File: src/hdl/ifmt_pkg.sv
package ifmt_pkg;

    // Operand and field limits
    localparam int VALUE_BITS = 64;
    localparam int MAX_FIELD  = 40;

    // Digit buffer: octal needs the most digits of any base
    localparam int NDIG     = (VALUE_BITS + 2) / 3;
    localparam int DIG_BITS = 4 * NDIG;
    localparam int OCT_BITS = 3 * NDIG;
    localparam int NDIG_W   = $clog2(NDIG + 1);
    localparam int CNT_W    = $clog2(MAX_FIELD + NDIG + 4);
    localparam int STEP_W   = $clog2(VALUE_BITS);

    // Stream payload layout
    localparam int IN_DATA_W  = 88;
    localparam int IN_USER_W  = 4;
    localparam int OUT_DATA_W = 8;

    localparam int POS_VALUE  = 0;
    localparam int POS_ALT    = 64;
    localparam int POS_ZPAD   = 65;
    localparam int POS_LEFT   = 66;
    localparam int POS_SPACE  = 67;
    localparam int POS_PLUS   = 68;
    localparam int POS_UPPER  = 69;
    localparam int POS_WIDTH  = 70;
    localparam int POS_PREC   = 76;
    localparam int POS_SIZE   = 0;
    localparam int POS_MODE   = 2;

    // ASCII codes
    localparam logic [7:0] CH_SPACE   = 8'h20;
    localparam logic [7:0] CH_ZERO    = 8'h30;
    localparam logic [7:0] CH_MINUS   = 8'h2D;
    localparam logic [7:0] CH_PLUS    = 8'h2B;
    localparam logic [7:0] CH_X_UP    = 8'h58;
    localparam logic [7:0] CH_X_LO    = 8'h78;
    localparam logic [7:0] CH_UP_BASE = 8'h41 - 8'd10;
    localparam logic [7:0] CH_LO_BASE = 8'h61 - 8'd10;

    typedef enum logic [1:0] {
        MODE_SDEC = 2'd0,
        MODE_UDEC = 2'd1,
        MODE_OCT  = 2'd2,
        MODE_HEX  = 2'd3
    } mode_t;

    typedef struct packed {
        logic capture;
        logic load;
        logic conv_step;
        logic norm_step;
        logic size;
        logic emit;
    } cmd_t;

    typedef struct packed {
        logic is_dec;
        logic norm_done;
        logic out_free;
        logic emit_done;
    } status_t;

endpackage

File: src/hdl/ifmt_ctrl.sv
module ifmt_ctrl (
    input  logic             aclk,
    input  logic             aresetn,
    input  logic             s_valid,
    output logic             s_ready,
    input  ifmt_pkg::status_t status,
    output ifmt_pkg::cmd_t   cmd
);
    import ifmt_pkg::*;

    typedef enum logic [2:0] {
        ST_IDLE,
        ST_LOAD,
        ST_CONV,
        ST_NORM,
        ST_SIZE,
        ST_EMIT
    } state_t;

    state_t            state_reg;
    logic [STEP_W-1:0] step_reg;

    assign s_ready = (state_reg == ST_IDLE);

    always_comb begin
        cmd           = '0;
        cmd.capture   = (state_reg == ST_IDLE) && s_valid;
        cmd.load      = (state_reg == ST_LOAD);
        cmd.conv_step = (state_reg == ST_CONV);
        cmd.norm_step = (state_reg == ST_NORM) && !status.norm_done;
        cmd.size      = (state_reg == ST_SIZE);
        cmd.emit      = (state_reg == ST_EMIT) && !status.emit_done && status.out_free;
    end

    always_ff @(posedge aclk) begin
        if (!aresetn) begin
            state_reg <= ST_IDLE;
            step_reg  <= '0;
        end else begin
            case (state_reg)
                ST_IDLE: begin
                    if (s_valid) begin
                        state_reg <= ST_LOAD;
                    end
                end
                ST_LOAD: begin
                    step_reg  <= '0;
                    state_reg <= status.is_dec ? ST_CONV : ST_NORM;
                end
                ST_CONV: begin
                    step_reg <= step_reg + 1'b1;
                    if (step_reg == STEP_W'(VALUE_BITS - 1)) begin
                        state_reg <= ST_NORM;
                    end
                end
                ST_NORM: begin
                    if (status.norm_done) begin
                        state_reg <= ST_SIZE;
                    end
                end
                ST_SIZE: begin
                    state_reg <= ST_EMIT;
                end
                ST_EMIT: begin
                    if (status.emit_done) begin
                        state_reg <= ST_IDLE;
                    end
                end
                default: begin
                    state_reg <= ST_IDLE;
                end
            endcase
        end
    end

endmodule

File: src/hdl/ifmt_datapath.sv
module ifmt_datapath (
    input  logic                             aclk,
    input  logic                             aresetn,
    input  logic [ifmt_pkg::IN_DATA_W-1:0]   s_data,
    input  logic [ifmt_pkg::IN_USER_W-1:0]   s_user,
    input  ifmt_pkg::cmd_t                   cmd,
    output ifmt_pkg::status_t                status,
    output logic                             m_valid,
    input  logic                             m_ready,
    output logic [ifmt_pkg::OUT_DATA_W-1:0]  m_data,
    output logic                             m_last
);
    import ifmt_pkg::*;

    // Captured item
    logic [VALUE_BITS-1:0] raw_reg;
    logic [1:0]            size_reg;
    mode_t                 mode_reg;
    logic                  alt_reg, zpad_reg, left_reg, spc_reg, plus_reg, upper_reg;
    logic [5:0]            width_reg;
    logic [6:0]            prec_reg;

    // Conversion
    logic                  neg_reg;
    logic [VALUE_BITS-1:0] mag_reg;
    logic [DIG_BITS-1:0]   dig_reg;
    logic [NDIG_W-1:0]     ndig_reg;

    // Emission counters
    logic [CNT_W-1:0] sp_lead_reg, sp_trail_reg, zero_reg, remain_reg;
    logic [1:0]       pre_reg;
    logic [7:0]       pre0_reg, pre1_reg;

    // Output register
    logic                  m_valid_reg;
    logic [OUT_DATA_W-1:0] m_data_reg;
    logic                  m_last_reg;

    // Magnitude
    logic [7:0]            size_bits;
    logic [VALUE_BITS-1:0] mask, ext, mag;
    logic                  sign_bit, neg;
    logic [OCT_BITS-1:0]   oct_pad;
    logic [DIG_BITS-1:0]   oct_load, hex_load, load_dig;
    logic [DIG_BITS-1:0]   adj;
    logic [3:0]            top;
    logic                  top_zero, out_free;

    // Sizing
    logic             given;
    logic [CNT_W-1:0] width_c, prec_c, ndig_c, nzero_c, npre_c, content_c, nspace_c, total_c;
    logic [1:0]       npre_s;
    logic [7:0]       pch0, pch1, dig_char;

    always_comb begin
        size_bits = 8'd8 << size_reg;
        for (int b = 0; b < VALUE_BITS; b++) begin
            mask[b] = (b < int'(size_bits));
        end
        sign_bit = |(raw_reg & mask & ~(mask >> 1));
        neg      = (mode_reg == MODE_SDEC) && sign_bit;
        ext      = (raw_reg & mask) | (neg ? ~mask : '0);
        mag      = neg ? (~ext + VALUE_BITS'(1)) : ext;

        oct_pad  = OCT_BITS'(mag);
        hex_load = DIG_BITS'(mag);
        for (int i = 0; i < NDIG; i++) begin
            oct_load[4*i +: 4] = {1'b0, oct_pad[3*i +: 3]};
        end
        case (mode_reg)
            MODE_OCT: load_dig = oct_load;
            MODE_HEX: load_dig = hex_load;
            default:  load_dig = '0;
        endcase

        // Add three to every BCD digit of five or more before the shift
        for (int i = 0; i < NDIG; i++) begin
            adj[4*i +: 4] = (dig_reg[4*i +: 4] >= 4'd5) ? dig_reg[4*i +: 4] + 4'd3
                                                         : dig_reg[4*i +: 4];
        end
    end

    assign top      = dig_reg[DIG_BITS-1 -: 4];
    assign top_zero = (top == 4'd0);
    assign out_free = !m_valid_reg || m_ready;

    always_comb begin
        if (top < 4'd10) begin
            dig_char = CH_ZERO + {4'd0, top};
        end else begin
            dig_char = (upper_reg ? CH_UP_BASE : CH_LO_BASE) + {4'd0, top};
        end
    end

    // Field layout from digit count, flags, width and precision
    always_comb begin
        given   = !prec_reg[6];
        width_c = (width_reg > MAX_FIELD) ? CNT_W'(MAX_FIELD) : CNT_W'(width_reg);
        if (!given) begin
            prec_c = CNT_W'(1);
        end else if (prec_reg[5:0] > MAX_FIELD) begin
            prec_c = CNT_W'(MAX_FIELD);
        end else begin
            prec_c = CNT_W'(prec_reg[5:0]);
        end
        ndig_c = CNT_W'(ndig_reg);
        if (mode_reg == MODE_OCT && alt_reg && prec_c <= ndig_c) begin
            prec_c = ndig_c + 1'b1;
        end

        pch0   = CH_SPACE;
        pch1   = CH_SPACE;
        npre_s = 2'd0;
        if (neg_reg) begin
            pch0   = CH_MINUS;
            npre_s = 2'd1;
        end else if (mode_reg == MODE_SDEC && plus_reg) begin
            pch0   = CH_PLUS;
            npre_s = 2'd1;
        end else if (mode_reg == MODE_SDEC && spc_reg) begin
            pch0   = CH_SPACE;
            npre_s = 2'd1;
        end else if (mode_reg == MODE_HEX && alt_reg && ndig_reg != '0) begin
            pch0   = CH_ZERO;
            pch1   = upper_reg ? CH_X_UP : CH_X_LO;
            npre_s = 2'd2;
        end
        npre_c = CNT_W'(npre_s);

        nzero_c   = (prec_c > ndig_c) ? prec_c - ndig_c : '0;
        content_c = npre_c + nzero_c + ndig_c;
        if (zpad_reg && !left_reg && !given && width_c > content_c) begin
            nzero_c   = nzero_c + (width_c - content_c);
            content_c = width_c;
        end
        nspace_c = (width_c > content_c) ? width_c - content_c : '0;
        total_c  = content_c + nspace_c;
    end

    // Payload registers
    always_ff @(posedge aclk) begin
        if (cmd.capture) begin
            raw_reg   <= s_data[POS_VALUE +: VALUE_BITS];
            alt_reg   <= s_data[POS_ALT];
            zpad_reg  <= s_data[POS_ZPAD];
            left_reg  <= s_data[POS_LEFT];
            spc_reg   <= s_data[POS_SPACE];
            plus_reg  <= s_data[POS_PLUS];
            upper_reg <= s_data[POS_UPPER];
            width_reg <= s_data[POS_WIDTH +: 6];
            prec_reg  <= s_data[POS_PREC +: 7];
            size_reg  <= s_user[POS_SIZE +: 2];
            mode_reg  <= mode_t'(s_user[POS_MODE +: 2]);
        end

        if (cmd.load) begin
            neg_reg  <= neg;
            mag_reg  <= mag;
            dig_reg  <= load_dig;
            ndig_reg <= NDIG_W'(NDIG);
        end else if (cmd.conv_step) begin
            dig_reg <= {adj[DIG_BITS-2:0], mag_reg[VALUE_BITS-1]};
            mag_reg <= {mag_reg[VALUE_BITS-2:0], 1'b0};
        end else if (cmd.norm_step) begin
            dig_reg  <= {dig_reg[DIG_BITS-5:0], 4'd0};
            ndig_reg <= ndig_reg - 1'b1;
        end

        if (cmd.size) begin
            sp_lead_reg  <= left_reg ? '0 : nspace_c;
            sp_trail_reg <= left_reg ? nspace_c : '0;
            zero_reg     <= nzero_c;
            pre_reg      <= npre_s;
            pre0_reg     <= pch0;
            pre1_reg     <= pch1;
        end

        if (cmd.emit) begin
            m_last_reg <= (remain_reg == CNT_W'(1));
            if (sp_lead_reg != '0) begin
                m_data_reg  <= CH_SPACE;
                sp_lead_reg <= sp_lead_reg - 1'b1;
            end else if (pre_reg != 2'd0) begin
                m_data_reg <= pre0_reg;
                pre0_reg   <= pre1_reg;
                pre_reg    <= pre_reg - 1'b1;
            end else if (zero_reg != '0) begin
                m_data_reg <= CH_ZERO;
                zero_reg   <= zero_reg - 1'b1;
            end else if (ndig_reg != '0) begin
                m_data_reg <= dig_char;
                dig_reg    <= {dig_reg[DIG_BITS-5:0], 4'd0};
                ndig_reg   <= ndig_reg - 1'b1;
            end else begin
                m_data_reg   <= CH_SPACE;
                sp_trail_reg <= sp_trail_reg - 1'b1;
            end
        end
    end

    // Control registers
    always_ff @(posedge aclk) begin
        if (!aresetn) begin
            m_valid_reg <= 1'b0;
            remain_reg  <= '0;
        end else begin
            if (cmd.emit) begin
                m_valid_reg <= 1'b1;
            end else if (m_ready) begin
                m_valid_reg <= 1'b0;
            end
            if (cmd.size) begin
                remain_reg <= total_c;
            end else if (cmd.emit) begin
                remain_reg <= remain_reg - 1'b1;
            end
        end
    end

    assign status.is_dec    = (mode_reg == MODE_SDEC) || (mode_reg == MODE_UDEC);
    assign status.norm_done = !top_zero || (ndig_reg == '0);
    assign status.out_free  = out_free;
    assign status.emit_done = (remain_reg == '0);

    assign m_valid = m_valid_reg;
    assign m_data  = m_data_reg;
    assign m_last  = m_last_reg;

    a_emit_has_room: assert property (@(posedge aclk) disable iff (!aresetn)
        cmd.emit |-> out_free && remain_reg != '0)
        else $error("character emitted with no room or nothing left");

    a_last_closes: assert property (@(posedge aclk) disable iff (!aresetn)
        cmd.emit && remain_reg == CNT_W'(1) |=> m_valid && m_last && remain_reg == '0)
        else $error("final character not marked last");

    a_norm_zero_top: assert property (@(posedge aclk) disable iff (!aresetn)
        cmd.norm_step |-> top_zero && ndig_reg != '0)
        else $error("normalization dropped a significant digit");

    a_mid_not_last: assert property (@(posedge aclk) disable iff (!aresetn)
        cmd.emit && remain_reg > CNT_W'(1) |=> !m_last)
        else $error("character marked last too early");

endmodule

File: src/hdl/integer_field_formatter_top.sv
// Throughput: one item at a time; the 64-step shift-add-3 binary to BCD loop and the
//   one-digit-per-cycle normalization scan run first, then one character per cycle while
//   the output register is free (m_axis_tready low stalls it).
// Reset: aresetn is synchronous, active low; it empties the output register and idles.
module integer_field_formatter_top (
    input  logic        aclk,
    input  logic        aresetn,
    // Input items
    input  logic        s_axis_tvalid,
    output logic        s_axis_tready,
    // [63:0] value, [64] alt_form, [65] zero_pad, [66] left_justify, [67] space_sign,
    // [68] plus_sign, [69] upper_case, [75:70] field_width, [82:76] precision, [87:83] zero
    input  logic [87:0] s_axis_tdata,
    // [1:0] value_size, [3:2] mode
    input  logic [3:0]  s_axis_tuser,
    // Result items, one per character
    output logic        m_axis_tvalid,
    input  logic        m_axis_tready,
    // [7:0] out_char
    output logic [7:0]  m_axis_tdata,
    // last_char: final character of the field
    output logic        m_axis_tlast
);
    import ifmt_pkg::*;

    cmd_t    cmd;
    status_t status;

    // Sequence capture, conversion, normalization, sizing and emission
    ifmt_ctrl u_ctrl (
        .aclk    (aclk),
        .aresetn (aresetn),
        .s_valid (s_axis_tvalid),
        .s_ready (s_axis_tready),
        .status  (status),
        .cmd     (cmd)
    );

    // Hold the item, build the digit buffer, count out the field and drive the output
    // register, which lets a new item in while the final character still waits
    ifmt_datapath u_datapath (
        .aclk    (aclk),
        .aresetn (aresetn),
        .s_data  (s_axis_tdata),
        .s_user  (s_axis_tuser),
        .cmd     (cmd),
        .status  (status),
        .m_valid (m_axis_tvalid),
        .m_ready (m_axis_tready),
        .m_data  (m_axis_tdata),
        .m_last  (m_axis_tlast)
    );

endmodule

File: config.mk
export PLATFORM = sky130hd
export DESIGN_NAME = integer_field_formatter_top
export DESIGN_NICKNAME = d
export VERILOG_FILES = /design/src/hdl/ifmt_pkg.sv /design/src/hdl/ifmt_ctrl.sv /design/src/hdl/ifmt_datapath.sv /design/src/hdl/integer_field_formatter_top.sv
export SDC_FILE = /design/constraint.sdc
export NUM_CORES = 1
export LEC_CHECK = 0
export BUFFER_PORTS_ARGS = -buffer_cell sky130_fd_sc_hd__buf_2
export CAP_MARGIN = 20
export CORE_ASPECT_RATIO = 0.75
export CORE_MARGIN = 2
export CORE_UTILIZATION = 55
export CTS_BUF_LIST = sky130_fd_sc_hd__clkbuf_2 sky130_fd_sc_hd__clkbuf_4 sky130_fd_sc_hd__clkbuf_8
export DETAILED_ROUTE_END_ITERATION = 7
export GPL_ROUTABILITY_DRIVEN = 0
export GPL_TIMING_DRIVEN = 0
export PLACE_DENSITY = 0.7
export SYNTH_ARGS = -nofsm -noshare
export SYNTH_HDL_FRONTEND = slang
export SYNTH_HIERARCHICAL = 1
export SYNTH_SLANG_ARGS = --single-unit
export TNS_END_PERCENT = 10
File: constraint.sdc
create_clock -name aclk -period 12.8 [get_ports aclk]
set_input_delay 0.64 -clock aclk [delete_from_list [all_inputs] [get_ports aclk]]
set_output_delay 0.64 -clock aclk [all_outputs]
set_load 0.1 [all_outputs]
==> results.json <==
{
  "tns_ns": 0,
  "grtUsageMet1": 0.5259,
  "mappedNetlistNets": 2481,
  "antenna_found_initial": 0,
  "syn_avg_cell_area_um2": 8.770,
  "dieWidth_um": 224.0,
  "timing.critical_path.max_delay_family": "compound AO/OA/AOI/OAI gates",
  "finClkSkew_ns": 0.04506,
  "firstDrtPassIters": 8,
  "final_core_utilization": 0.6201,
  "async_flop_share": 0,
  "crit_fanout": 10,
  "post-dp-hpwl_mm": 51.86,
  "critical_path.endpoint_type": "flip-flop",
  "worst_hold_path_type": "input port to flip-flop",
  "cell_with_the_most_instances_after_synthesis": "sky130_fd_sc_hd__nor2_1",
  "via_count_of_the_first_global_routing_pass": 17700,
  "synth.cells.most_frequent": "sky130_fd_sc_hd__nor2_1, sky130_fd_sc_hd__a21oi_1, sky130_fd_sc_hd__nand2_1, sky130_fd_sc_hd__edfxtp_1, sky130_fd_sc_hd__o21ai_0",
  "grt_ovf": 0,
  "rsz_0062_raised_after_global_routing": "false",
  "crit_buf_inv": 4,
  "setup_violations": 0,
  "clock_sink_count": 297,
  "largest_register_ff_count": 88,
  "yosysWarnings": 6,
  "timing.critical_path.from_type": "flip-flop",
  "gr-usage-all-layers": 0.3682,
  "cts_tree": "done",
  "cts_made_buffers": 48,
  "fin_crit_sh": 0.9056,
  "synth_ff_type": "sky130_fd_sc_hd__edfxtp_1",
  "initial_utilization": 0.5574,
  "timing_worst_slew_pin_value_ns": 1.139,
  "clock_pin_slew_of_the_registers_on_the_worst_case_setup_and_hold_paths_ns": 0.08,
  "die_height_um": 169.0,
  "wl_per_cell_um": 24.18,
  "synth.largest_area_cell": "sky130_fd_sc_hd__edfxtp_1",
  "synth_edf_count": 163,
  "floorplan.io_pins": 107,
  "pwr_density_cell_nw_per_um2": 249.7,
  "pin_count_of_the_biggest_net_entering_global_routing": 65,
  "max_capacitance_violation_total": 0,
  "postSynthCellCount": 2276,
  "fmaxAchievable_mhz": 86.27,
  "placementRows": 60,
  "layout.cell_area.non_filler_um2": 22210,
  "final_nets": 2640,
  "status": "finished, final reports clean",
  "dr_total_vias": 19430,
  "grt.met2_usage": 0.4986,
  "timing.max_slew.rel_slack": 0.2408,
  "drt_first_iter_violations": 3202,
  "placed_cell_area_um2": 21140,
  "wl_mm": 71.05,
  "synth_top_cells_by_area": "sky130_fd_sc_hd__edfxtp_1, sky130_fd_sc_hd__dfxtp_1, sky130_fd_sc_hd__ha_1",
  "post_cts_hold_buffer_count": 0,
  "yosys.cell_types.count": 89,
  "htreeDepth": 2,
  "synth_area_um2": 19960,
  "post_cts_resize_count": 0,
  "area_of_the_placeable_core_um2": 35810,
  "drc": 0,
  "hold_ws_ns": 0.1712,
  "design.die.area_um2": 37850,
  "power.ir.vdd_worst_mv": 0.1730,
  "critical_path_slowest_stage_cell": "sky130_fd_sc_hd__o21ai_0",
  "numPortBuffers": 101,
  "antennaDiodeCount": 0,
  "clockRootBuffer": "sky130_fd_sc_hd__clkbuf_8",
  "critPathRequiredTime_ns": 13.27,
  "area_growth_pct": 11.25,
  "grt_first_pass_wirelength_mm": 106.2,
  "post_cts.repair.setup_buffers": 0,
  "post_route_cells_drive_above_1_share": 0.1128,
  "max-clock-path-buffers": 3,
  "vias_per_cell": 6.612,
  "yosys.area.top_type_share": 0.2452,
  "static-leakage-power_nw": 8.558,
  "cpPeakStageDelay_ns": 0.49,
  "gr-usage-met3": 0.1376,
  "finalWorstPathRequiredPeriod_ns": 11.59,
  "worstSkewPairLatency_ns": 0.64,
  "setup.worst_path.class": "flip-flop to flip-flop",
  "yosysSeqAreaShare": 0.3796,
  "cp_data_arrival_time_ns": 12.06,
  "antenna_violating_nets_post_route": 0,
  "finalHoldViolations": 0,
  "finalMaxSlewViolations": 0,
  "postSynthRegisterBits": 297,
  "grt_busiest_layer": "met1"
}
==> cell families (layout without fill, tap and decap cells) <==
family                   after synthesis  count (layout)  synth area share
adder cells (fa/ha/maj)              109             109           0.07246
buffers and inverters                254             451           0.05052
XOR/XNOR                             115             115           0.05046
multiplexers                         109             109           0.05717
flip-flops                           297             297            0.3796
AO/OA/AOI/OAI                        684             684            0.2181
AND/OR/NAND/NOR                      708             708            0.1716
==> per-stage QoR <==
stage	power (mW)	setup WS [ns]	std cells
6_report	5.544	1.209	2938
3_3_place_gp	4.404	1.529	2842
5_1_grt	5.885	0.2042	2938
4_1_cts	5.422	1.383	2937
2_1_floorplan	3.700	3.033	2276
3_5_place_dp	4.485	1.444	2849
==> path summary, 6_finish.rpt <==
path / from / to / slack (ns) / depth (start not counted)
max: u_datapath/prec_reg[0] / u_datapath/remain_reg[6] / 1.21 / 49
min: s_axis_tuser[1] / u_datapath/size_reg[1] / 0.17 / 1
max reg2reg: u_datapath/prec_reg[0] / u_datapath/remain_reg[6] / 1.21 / 49
min reg2reg: u_datapath/pre0_reg[7] / u_datapath/pre0_reg[7] / 0.46 / 1
==> placed cells by master, fill, tap and decap left out, types with 20 or more instances in the layout <==
| cell | instances |
|---|---|
| sky130_fd_sc_hd__a211oi_1 | 46 |
| sky130_fd_sc_hd__a21o_1 | 20 |
| sky130_fd_sc_hd__a21oi_1 | 215 |
| sky130_fd_sc_hd__a31oi_1 | 21 |
| sky130_fd_sc_hd__buf_2 | 106 |
| sky130_fd_sc_hd__clkbuf_1 | 96 |
| sky130_fd_sc_hd__clkbuf_8 | 53 |
| sky130_fd_sc_hd__dfxtp_1 | 134 |
| sky130_fd_sc_hd__edfxtp_1 | 163 |
| sky130_fd_sc_hd__ha_1 | 98 |
| sky130_fd_sc_hd__inv_1 | 128 |
| sky130_fd_sc_hd__mux2_2 | 39 |
| sky130_fd_sc_hd__mux2i_1 | 69 |
| sky130_fd_sc_hd__nand2_1 | 174 |
| sky130_fd_sc_hd__nand2b_1 | 28 |
| sky130_fd_sc_hd__nand3_1 | 38 |
| sky130_fd_sc_hd__nor2_1 | 237 |
| sky130_fd_sc_hd__nor2b_1 | 31 |
| sky130_fd_sc_hd__nor3_1 | 64 |
| sky130_fd_sc_hd__o21ai_0 | 154 |
| sky130_fd_sc_hd__o22a_1 | 24 |
| sky130_fd_sc_hd__o22ai_1 | 33 |
| sky130_fd_sc_hd__xnor2_1 | 65 |
| sky130_fd_sc_hd__xor2_1 | 50 |
==> final cells by class <==
class | count | area [um2]
clock inverter | 20 | 209.0
tap | 465 | 581.8
multi-input combinational | 1725 | 11390
fill | 3058 | 13600
buffer | 123 | 516.7
clock buffer | 68 | 842.1
timing repair buffer | 109 | 599.3
inverter | 131 | 491.7
sequential | 297 | 7577
==> layer usage <==
metal,share of wire,vias up
met3,0.16,306
met1,0.41,8946
met2,0.38,1551
met5,0,-
met4,0.049,0
li1,-,8623
==> report_power, final <==
part	leakage, nW	switching (mW)	internal [mW]
combinational	5.35	1.76	1.15
clock	0.553	0.415	0.509
sequential	2.66	0.328	1.38
total	8.56	2.50	3.04
Note: power is estimated with default switching activity, not from simulation.
